==> src/hw/rtl/qved_pkg.sv <==
// Shared types and constants for the query value extract and decode block.
`default_nettype none

package qved_pkg;

  // Longest key the matcher compares; longer key_length values are clamped to it.
  localparam int KEY_MAX_BYTES = 16;

  // Most results one input byte can produce: two flushed bytes, one byte and the end result.
  localparam int MAX_RES = 4;

  // Default depth of the result queue.
  localparam int RESQ_DEPTH_DEF = 8;

  // Configuration register indexes.
  localparam logic [1:0] CFG_KEY_LOW  = 2'd0;
  localparam logic [1:0] CFG_KEY_HIGH = 2'd1;
  localparam logic [1:0] CFG_KEY_LEN  = 2'd2;

  // Characters of interest.
  localparam logic [7:0] CH_PERCENT = 8'd37;
  localparam logic [7:0] CH_PLUS    = 8'd43;
  localparam logic [7:0] CH_SPACE   = 8'd32;
  localparam logic [7:0] CH_EQUALS  = 8'd61;
  localparam logic [7:0] CH_AMP     = 8'd38;
  localparam logic [7:0] CH_QMARK   = 8'd63;

  typedef enum logic [2:0] {
    PH_BEGIN = 3'd0,
    PH_KEY   = 3'd1,
    PH_EQ    = 3'd2,
    PH_VALUE = 3'd3,
    PH_DONE  = 3'd4
  } phase_t;

  typedef struct packed {
    phase_t      phase;
    logic [4:0]  match_index;
    logic        at_first;
    logic [1:0]  esc;
    logic [7:0]  held;
    logic        any_emitted;
  } qved_state_t;

  typedef struct packed {
    logic [7:0] value_byte;
    logic       byte_valid;
    logic       end_of_string;
    logic       value_found;
  } qved_res_t;

  localparam qved_state_t STATE_RESET = '{
    phase:       PH_BEGIN,
    match_index: 5'd0,
    at_first:    1'b1,
    esc:         2'd0,
    held:        8'd0,
    any_emitted: 1'b0
  };

endpackage

`default_nettype wire

==> src/hw/rtl/qved_step.sv <==
// Per-byte parser step: key match, percent decode and result generation.
`default_nettype none

module qved_step
  import qved_pkg::*;
(
  input  qved_state_t               st,
  input  logic [7:0]                query_byte,
  input  logic                      last_byte,
  input  logic [63:0]               key_low,
  input  logic [63:0]               key_high,
  input  logic [4:0]                key_length,
  output qved_state_t               st_nxt,
  output qved_res_t [MAX_RES-1:0]   res,
  output logic [2:0]                res_cnt
);

  function automatic logic is_hex(input logic [7:0] b);
    return (b >= 8'd48 && b <= 8'd57) || (b >= 8'd65 && b <= 8'd70) ||
           (b >= 8'd97 && b <= 8'd102);
  endfunction

  function automatic logic [3:0] hex_val(input logic [7:0] b);
    logic [7:0] u;
    logic [7:0] d;
    u = (b >= 8'd97) ? (b - 8'd32) : b;
    d = (u >= 8'd65) ? (u - 8'd55) : (u - 8'd48);
    return d[3:0];
  endfunction

  function automatic qved_res_t mk_byte(input logic [7:0] b);
    return '{value_byte: b, byte_valid: 1'b1, end_of_string: 1'b0, value_found: 1'b0};
  endfunction

  logic [127:0] key_all;
  logic [7:0]   key_sel;
  logic [4:0]   eff_len;
  logic [4:0]   mi_in;
  logic [4:0]   mi_inc;

  assign key_all = {key_high, key_low};
  assign mi_in   = st.at_first ? 5'd0 : st.match_index;
  assign mi_inc  = mi_in + 5'd1;
  assign key_sel = key_all[{mi_in[3:0], 3'b000} +: 8];

  always_comb begin
    if (key_length == 5'd0) begin
      eff_len = 5'd1;
    end else if (key_length > 5'(KEY_MAX_BYTES)) begin
      eff_len = 5'(KEY_MAX_BYTES);
    end else begin
      eff_len = key_length;
    end
  end

  always_comb begin
    phase_t     ph;
    phase_t     ph_w;
    logic [4:0] mi_w;
    logic [1:0] esc_w;
    logic [7:0] held_w;
    logic       any_w;
    logic [2:0] n;
    logic       hexb;

    ph     = st.at_first ? PH_KEY : st.phase;
    ph_w   = ph;
    mi_w   = mi_in;
    esc_w  = st.esc;
    held_w = st.held;
    any_w  = st.any_emitted;
    n      = 3'd0;
    hexb   = is_hex(query_byte);
    for (int k = 0; k < MAX_RES; k++) begin
      res[k] = '0;
    end

    unique case (ph)
      PH_BEGIN: begin
        mi_w = 5'd0;
        if (query_byte == CH_EQUALS || query_byte == CH_AMP || query_byte == CH_QMARK) begin
          ph_w = PH_KEY;
        end
      end
      PH_KEY: begin
        if (query_byte == CH_EQUALS || query_byte == CH_AMP) begin
          mi_w = 5'd0;
        end else if (query_byte != key_sel) begin
          mi_w = 5'd0;
          ph_w = PH_BEGIN;
        end else begin
          mi_w = mi_inc;
          if (mi_inc >= eff_len) begin
            ph_w = PH_EQ;
          end
        end
      end
      PH_EQ: begin
        if (query_byte == CH_EQUALS) begin
          ph_w  = PH_VALUE;
          esc_w = 2'd0;
        end else begin
          ph_w = PH_BEGIN;
        end
        mi_w = 5'd0;
      end
      PH_VALUE: begin
        if (query_byte == CH_AMP) begin
          // pending escape is written out literally
          if (esc_w == 2'd1 || esc_w == 2'd2) begin
            res[n[1:0]] = mk_byte(CH_PERCENT);
            n = n + 3'd1;
            any_w = 1'b1;
          end
          if (esc_w == 2'd2) begin
            res[n[1:0]] = mk_byte(held_w);
            n = n + 3'd1;
          end
          esc_w = 2'd0;
          ph_w  = PH_DONE;
        end else if (esc_w == 2'd1 && hexb) begin
          held_w = query_byte;
          esc_w  = 2'd2;
        end else if (esc_w == 2'd2 && hexb) begin
          esc_w = 2'd0;
          res[n[1:0]] = mk_byte({hex_val(held_w), hex_val(query_byte)});
          n = n + 3'd1;
          any_w = 1'b1;
        end else begin
          // broken escape: flush it, then take this byte afresh
          if (esc_w == 2'd1 || esc_w == 2'd2) begin
            res[n[1:0]] = mk_byte(CH_PERCENT);
            n = n + 3'd1;
            any_w = 1'b1;
          end
          if (esc_w == 2'd2) begin
            res[n[1:0]] = mk_byte(held_w);
            n = n + 3'd1;
          end
          esc_w = 2'd0;
          if (query_byte == CH_PERCENT) begin
            esc_w = 2'd1;
          end else if (query_byte == CH_PLUS) begin
            res[n[1:0]] = mk_byte(CH_SPACE);
            n = n + 3'd1;
            any_w = 1'b1;
          end else begin
            res[n[1:0]] = mk_byte(query_byte);
            n = n + 3'd1;
            any_w = 1'b1;
          end
        end
      end
      default: begin
      end
    endcase

    if (last_byte) begin
      if (ph_w == PH_VALUE) begin
        if (esc_w == 2'd1 || esc_w == 2'd2) begin
          res[n[1:0]] = mk_byte(CH_PERCENT);
          n = n + 3'd1;
          any_w = 1'b1;
        end
        if (esc_w == 2'd2) begin
          res[n[1:0]] = mk_byte(held_w);
          n = n + 3'd1;
        end
      end
      res[n[1:0]] = '{value_byte: 8'd0, byte_valid: 1'b0, end_of_string: 1'b1,
                      value_found: any_w};
      n = n + 3'd1;
      st_nxt = STATE_RESET;
    end else begin
      st_nxt = '{phase: ph_w, match_index: mi_w, at_first: 1'b0, esc: esc_w,
                 held: held_w, any_emitted: any_w};
    end
    res_cnt = n;
  end

endmodule

`default_nettype wire

==> src/hw/rtl/qved_resq.sv <==
// Result queue: takes up to four results per cycle, hands out one per cycle unless out_stall.
`default_nettype none

module qved_resq
  import qved_pkg::*;
#(
  parameter int DEPTH = RESQ_DEPTH_DEF
) (
  input  logic                    clk,
  input  logic                    rst_n,
  input  logic                    push_en,
  input  logic [2:0]              push_cnt,
  input  qved_res_t [MAX_RES-1:0] push_data,
  output logic                    no_room,
  output logic                    out_valid,
  output qved_res_t               out_data,
  input  logic                    out_stall
);

  localparam int PW = (DEPTH > 1) ? $clog2(DEPTH) : 1;
  localparam int CW = $clog2(DEPTH + 1);

  qved_res_t         mem [DEPTH];
  logic [PW-1:0]     wr_ptr_r, wr_ptr_nxt;
  logic [PW-1:0]     rd_ptr_r, rd_ptr_nxt;
  logic [CW-1:0]     count_r, count_nxt;
  logic [2:0]        n_push;
  logic              pop;
  logic [PW-1:0]     slot [MAX_RES];

  assign n_push    = push_en ? push_cnt : 3'd0;
  assign out_valid = (count_r != '0);
  assign out_data  = mem[rd_ptr_r];
  assign pop       = out_valid && !out_stall;
  // stall input unless a worst-case burst fits
  assign no_room   = (count_r > CW'(DEPTH - MAX_RES));

  function automatic logic [PW-1:0] wrap_add(input logic [PW-1:0] p, input logic [2:0] k);
    logic [PW+2:0] s;
    s = (PW + 3)'(p) + (PW + 3)'(k);
    if (s >= (PW + 3)'(DEPTH)) begin
      s = s - (PW + 3)'(DEPTH);
    end
    return s[PW-1:0];
  endfunction

  always_comb begin
    for (int k = 0; k < MAX_RES; k++) begin
      slot[k] = wrap_add(wr_ptr_r, 3'(k));
    end
    wr_ptr_nxt = wrap_add(wr_ptr_r, n_push);
    rd_ptr_nxt = pop ? wrap_add(rd_ptr_r, 3'd1) : rd_ptr_r;
    count_nxt  = count_r + CW'(n_push) - CW'(pop);
  end

  always_ff @(posedge clk) begin
    for (int k = 0; k < MAX_RES; k++) begin
      if (3'(k) < n_push) begin
        mem[slot[k]] <= push_data[k];
      end
    end
  end

  always_ff @(posedge clk) begin
    if (!rst_n) begin
      wr_ptr_r <= '0;
      rd_ptr_r <= '0;
      count_r  <= '0;
    end else begin
      wr_ptr_r <= wr_ptr_nxt;
      rd_ptr_r <= rd_ptr_nxt;
      count_r  <= count_nxt;
    end
  end

endmodule

`default_nettype wire

==> src/hw/rtl/query_value_extract_decode_core.sv <==
// Top level: configuration registers, parser state and result queue.
// Results: the results of a byte enter the queue at its acceptance edge and are offered
//   on out_* in order behind results already waiting, one per cycle unless out_stall.
// Throughput: one byte per cycle while the queue can absorb a four-result burst; the
//   queue drains one result per cycle unless stalled; in_stall: over DEPTH-4 waiting.
// Reset (synchronous, rst_n low): stream state to start of string, key registers to
//   zero, key length to one, queue emptied. No clearing pass.
`default_nettype none

module query_value_extract_decode_core
  import qved_pkg::*;
#(
  parameter int RESQ_DEPTH = RESQ_DEPTH_DEF
) (
  input  logic        clk,
  input  logic        rst_n,
  // request input
  input  logic        in_valid,
  output logic        in_stall,
  input  logic [7:0]  in_query_byte,
  input  logic        in_last_byte,
  // result output
  output logic        out_valid,
  input  logic        out_stall,
  output logic [7:0]  out_value_byte,
  output logic        out_byte_valid,
  output logic        out_end_of_string,
  output logic        out_value_found,
  // configuration
  input  logic        cfg_we,
  input  logic [1:0]  cfg_index,
  input  logic [63:0] cfg_wdata
);

  logic [63:0]             key_low_r;
  logic [63:0]             key_high_r;
  logic [4:0]              key_len_r;
  qved_state_t             st_r, st_nxt;
  qved_res_t [MAX_RES-1:0] step_res;
  logic [2:0]              step_cnt;
  qved_res_t               head;
  logic                    in_accept;

  assign in_accept = in_valid && !in_stall;

  // Key registers; writes to unused indexes are dropped.
  always_ff @(posedge clk) begin
    if (!rst_n) begin
      key_low_r  <= '0;
      key_high_r <= '0;
      key_len_r  <= 5'd1;
    end else if (cfg_we) begin
      unique case (cfg_index)
        CFG_KEY_LOW:  key_low_r  <= cfg_wdata;
        CFG_KEY_HIGH: key_high_r <= cfg_wdata;
        CFG_KEY_LEN:  key_len_r  <= cfg_wdata[4:0];
        default: begin
        end
      endcase
    end
  end

  qved_step u_step (
    .st         (st_r),
    .query_byte (in_query_byte),
    .last_byte  (in_last_byte),
    .key_low    (key_low_r),
    .key_high   (key_high_r),
    .key_length (key_len_r),
    .st_nxt     (st_nxt),
    .res        (step_res),
    .res_cnt    (step_cnt)
  );

  // Parser state only moves when a request is taken.
  always_ff @(posedge clk) begin
    if (!rst_n) begin
      st_r <= STATE_RESET;
    end else if (in_accept) begin
      st_r <= st_nxt;
    end
  end

  qved_resq #(
    .DEPTH (RESQ_DEPTH)
  ) u_resq (
    .clk       (clk),
    .rst_n     (rst_n),
    .push_en   (in_accept),
    .push_cnt  (step_cnt),
    .push_data (step_res),
    .no_room   (in_stall),
    .out_valid (out_valid),
    .out_data  (head),
    .out_stall (out_stall)
  );

  assign out_value_byte    = head.value_byte;
  assign out_byte_valid    = head.byte_valid;
  assign out_end_of_string = head.end_of_string;
  assign out_value_found   = head.value_found;

endmodule

`default_nettype wire
==> config.mk <==
export PLATFORM = sky130hd
export DESIGN_NAME = query_value_extract_decode_core
export DESIGN_NICKNAME = d
export VERILOG_FILES = /design/src/hw/rtl/qved_pkg.sv /design/src/hw/rtl/qved_step.sv /design/src/hw/rtl/qved_resq.sv /design/src/hw/rtl/query_value_extract_decode_core.sv
export SDC_FILE = /design/constraint.sdc
export NUM_CORES = 1
export LEC_CHECK = 0
export ABC_AREA = 1
export BUFFER_PORTS_ARGS = -buffer_cell sky130_fd_sc_hd__buf_2
export CAP_MARGIN = 0
export CORE_MARGIN = 3
export CORE_UTILIZATION = 40
export DETAILED_ROUTE_END_ITERATION = 10
export PLACE_DENSITY = 0.58
export SLEW_MARGIN = 0
export SYNTH_ARGS = -nofsm -noshare
export SYNTH_HDL_FRONTEND = slang
export SYNTH_HIERARCHICAL = 1
export SYNTH_SLANG_ARGS = --single-unit
export TNS_END_PERCENT = 1
==> constraint.sdc <==
create_clock -name clk -period 6.55 [get_ports clk]
set_clock_uncertainty 0.15 [all_clocks]
set_input_delay 1.31 -clock clk [delete_from_list [all_inputs] [get_ports clk]]
set_output_delay 1.31 -clock clk [all_outputs]
set_load 0.05 [all_outputs]
==> summary.md <==
The first routing iteration left 2,082 violations. Setup repair after global routing left no endpoint under its margin. The run gives 80 as the number of core rows. The cell area that synthesis handed to floorplanning was 0.0196 sq mm. The share of async-settable or async-resettable flops after synthesis works out to 0. The max-slew violation count was 5; the floorplan die height was 227 um. For the flop-to-flop setup slack, the log shows 1.38 ns. The region available for standard cell placement spans 0.0480 sq mm. The run finished, with violations left. The period utilization is 0.888. The fraction of synthesized cell area in xor and xnor cells is 0.00441. For this design, the slowest cell found on the critical path is sky130_fd_sc_hd__o31ai_1. Summed over all layers, the global routing overflow is 0.

The checks that failed: capacitance limit, slew limit. The most area-hungry cell type in the Yosys netlist is sky130_fd_sc_hd__nand2_1. The data required time of the critical path came out at 6.86 ns.

The H-tree depth reported by CTS came out at 1. Entering global routing, the biggest net connects 123 pins. Yosys mapped the design onto 57 distinct sky130hd cell types.

After technology mapping, the gate count stands at 3,200. In this design, the stage delay of the slowest critical-path cell is 0.39 ns. For this run, the number of Yosys warnings is 6.

The instance count along the most critical hold path came out at 2. Power spread over the standard cell area amounts to 245 mW/mm^2. The number of endpoints with negative hold slack in the final report is 0, and the clock-pin transition on the worst setup and hold timing paths is 0.06 ns. A synthesized cell averages 6.11 sq um. Power comes to 5.29 mW. Across the VDD grid, the largest voltage drop is 228 uV. The worst setup path is captured at a flip-flop. From left edge to right edge, the die measures 227 um.

The endpoint identified for the worst register-to-register timing path is u_resq/mem[1][7]$_DFFE_PP_. For this run, the leading register cell type out of synthesis is sky130_fd_sc_hd__dfxtp_1. For the worst-skew pair, the clock arrives at the later sink with an insertion delay of 0.60 ns. After detailed routing, the average wire length per cell comes to 19.8 um. The path with the worst hold slack has its endpoint at key_low_r[3]$_SDFFE_PN0P_.

The post-synthesis register bit count came out at 254. The tools report the clock root buffer master as sky130_fd_sc_hd__clkbuf_16. Prior to clock tree synthesis, the placed netlist has a worst setup slack of 0.271 ns. The worst min-delay path class was reg -> reg. The number of search-and-repair iterations in the first detailed-routing pass is 6. The kind of launch point of the worst setup path is an input port. In this run, post-CTS hold repair placed 0 buffers. The share of final-layout standard cells stronger than drive strength 1 is 0.107, and the antenna diode count is 0. The number of global-route vias before repair was 19.0k. Most frequent standard cell in the layout excluding fill and tap cells: sky130_fd_sc_hd__nand2_1. The origin of the critical flop-to-flop path was st_r[11]$_SDFFE_PN1P_.

The longest clock path from root to sink contains 3 buffers. For this run, the top clock speed supported by timing is 0.172 GHz. From synthesis to final layout, the design area changed by 10.4%. In this run the static leakage power is 10.5 nW. The sink count of the clock tree was 254.

Placed wire-length estimate after detailed placement: 54,000 um. The relative slew slack was -0.0350; the number of I/O port buffers was 92. The fraction of the yosys area taken by sequential cells was 0.305; the shortest period the worst path allows was 5.81 ns. The total routing usage reported by global routing is 0.291, and the worst-case reg-to-reg path depth is 27.

The area share of fa/ha/maj cells after synthesis came out at 0.0315. The post-synthesis mux area share is 0. In the layout the commonest cells are 943 x sky130_fd_sc_hd__nand2_1, 465 x sky130_fd_sc_hd__nand3_1, 375 x sky130_fd_sc_hd__nor2_1, 367 x sky130_fd_sc_hd__inv_1, 247 x sky130_fd_sc_hd__o21ai_0.

TritonCTS built the clock tree. Ranked by total cell area, the synthesized netlist is headed by sky130_fd_sc_hd__nand2_1 18%, sky130_fd_sc_hd__dfxtp_1 17%, sky130_fd_sc_hd__edfxtp_1 14%. The worst setup path is of the in -> reg kind. For the count of max-cap constraint violations, the log shows 1. The floorplan step defined a die boundary enclosing 0.0516 sq mm. Buffers inserted during clock tree synthesis total 31. The antenna violation net count after detailed routing is 0. Routability-driven placement finished with a final weighted congestion of 0.988. For this block, the via count after detailed routing is 20.9k.

The area share of the largest cell type after synthesis came out at 0.181. The post-synthesis compound-gate area fraction was 0.114. By area, the combinational part of the netlist is dominated by simple AND/OR/NAND/NOR gates.

The slew at the pin closest to its max-slew limit works out to 1.54 ns. The run gives 116,000 um as the global-route wire length before repair. The run gives 3,328 as the net count after synthesis. The post-CTS setup repair buffer count was 0. The number of top-level pins is 93, and the ratio of routed vias to standard cells is 5.40.

For the setup TNS, the log shows 0 ns. Hold path startpoint: key_low_r[3]$_SDFFE_PN0P_. After detailed routing, the total wire length is 76,600 um. After detailed routing, the number of remaining DRC violations is 0.

Data on the critical path arrives at its endpoint at 6.12 ns. The area share of and/or/nand/nor cells after synthesis is 0.408, and the final worst setup slack is 0.735 ns. The starting density of the core is 0.407, and the count of flip-flops with a built-in enable after synthesis is 88. The top fanout value on the critical path was 6; the number of cells upsized or downsized after cts was 0. The number of antenna violations at the first check in global routing was 0.

For the final number of setup-violating endpoints, the log shows 0. After the last flow step, the layout net total stands at 3,362.
registers in the layout, summed over array words and instances (netlist names), named ones only:
signal           count
u_resq/mem          88
key_high_r          64
key_low_r           64
st_r                20
key_len_r            5
u_resq/count_r       4
u_resq/rd_ptr_r      3
u_resq/wr_ptr_r      3
per-layer routing:
layer / global-route usage / up-vias / wire length (um)
li1: - / 10200 / -
met1: 0.417 / 9727 / 35000
met2: 0.447 / 840 / 32800
met3: 0.0442 / 138 / 5990
met4: 0.101 / 0 / 2850
met5: 0 / - / 0
metrics by stage:
step	utilization	area (sq um)	std cells	hold WS [ns]
final	0.450	21600	3874	0.329
after global routing	0.450	21600	3874	0.351
after CTS	0.450	21600	3874	0.333
after detailed placement	0.428	20600	3816	0.317
after global placement	0.428	20600	3816	0.312
after floorplan	-	19600	3200	0.293
synth_stat cells, types with 8 or more instances:
master / instances
sky130_fd_sc_hd__nor2_1: 376
sky130_fd_sc_hd__buf_2: 77
sky130_fd_sc_hd__inv_2: 26
sky130_fd_sc_hd__edfxtp_1: 88
sky130_fd_sc_hd__nor3_1: 13
sky130_fd_sc_hd__a21oi_1: 105
sky130_fd_sc_hd__nand2_2: 12
sky130_fd_sc_hd__ha_1: 46
sky130_fd_sc_hd__o21ai_1: 16
sky130_fd_sc_hd__o21ai_0: 251
sky130_fd_sc_hd__buf_4: 25
sky130_fd_sc_hd__nand2_1: 943
sky130_fd_sc_hd__buf_6: 26
sky130_fd_sc_hd__dfxtp_1: 166
sky130_fd_sc_hd__inv_1: 367
sky130_fd_sc_hd__nor2_4: 9
sky130_fd_sc_hd__nand2_4: 11
sky130_fd_sc_hd__nand3_1: 465
sky130_fd_sc_hd__clkbuf_1: 64
sky130_fd_sc_hd__nand4_1: 8
area by class of cell:
cell class / instances / area, sq um
Multi-Input combinational cell: 2341 / 10900
Tap cell: 615 / 769
Fill cell: 5194 / 26400
Sequential cell: 254 / 5970
Clock buffer: 41 / 863
Inverter: 401 / 1510
Timing Repair Buffer: 205 / 1390
Clock inverter: 17 / 180
cell families after synthesis:
family,Yosys count
XOR/XNOR,9
AO/OA/AOI/OAI,418
buffers and inverters,605
flip-flops,254
adder cells (fa/ha/maj),48
AND/OR/NAND/NOR,1866
worst max-delay path, delay by kind of cell:
| kind | cells | cell delay (ns) |
|---|---|---|
| buf+inv | 8 | 1.13 |
| fa+ha+maj | 4 | 1.13 |
| simple gates | 16 | 1.67 |
| compound gates | 3 | 0.89 |
worst max path at each step:
| stage | start | end | depth (start not counted) |
|---|---|---|---|
| final | in_query_byte[1] | u_resq/mem[1][7]$_DFFE_PP_ | 31 |
| after global placement | in_query_byte[5] | u_resq/mem[7][4]$_DFFE_PP_ | 29 |
| after global routing | in_query_byte[1] | u_resq/mem[0][8]$_DFFE_PP_ | 32 |
| after detailed placement | in_query_byte[1] | u_resq/mem[0][9]$_DFFE_PP_ | 33 |
| after floorplan | in_query_byte[0] | u_resq/mem[4][0]$_DFFE_PP_ | 33 |
| after CTS | in_query_byte[1] | u_resq/mem[0][9]$_DFFE_PP_ | 33 |
power breakdown:
part / switching [mW] / internal (mW) / leakage, nW
clock network: 0.732 / 1.04 / 0.513
registers: 0.122 / 1.74 / 2.17
logic: 1.23 / 0.426 / 7.80
Power figures use the tool's default switching activity.
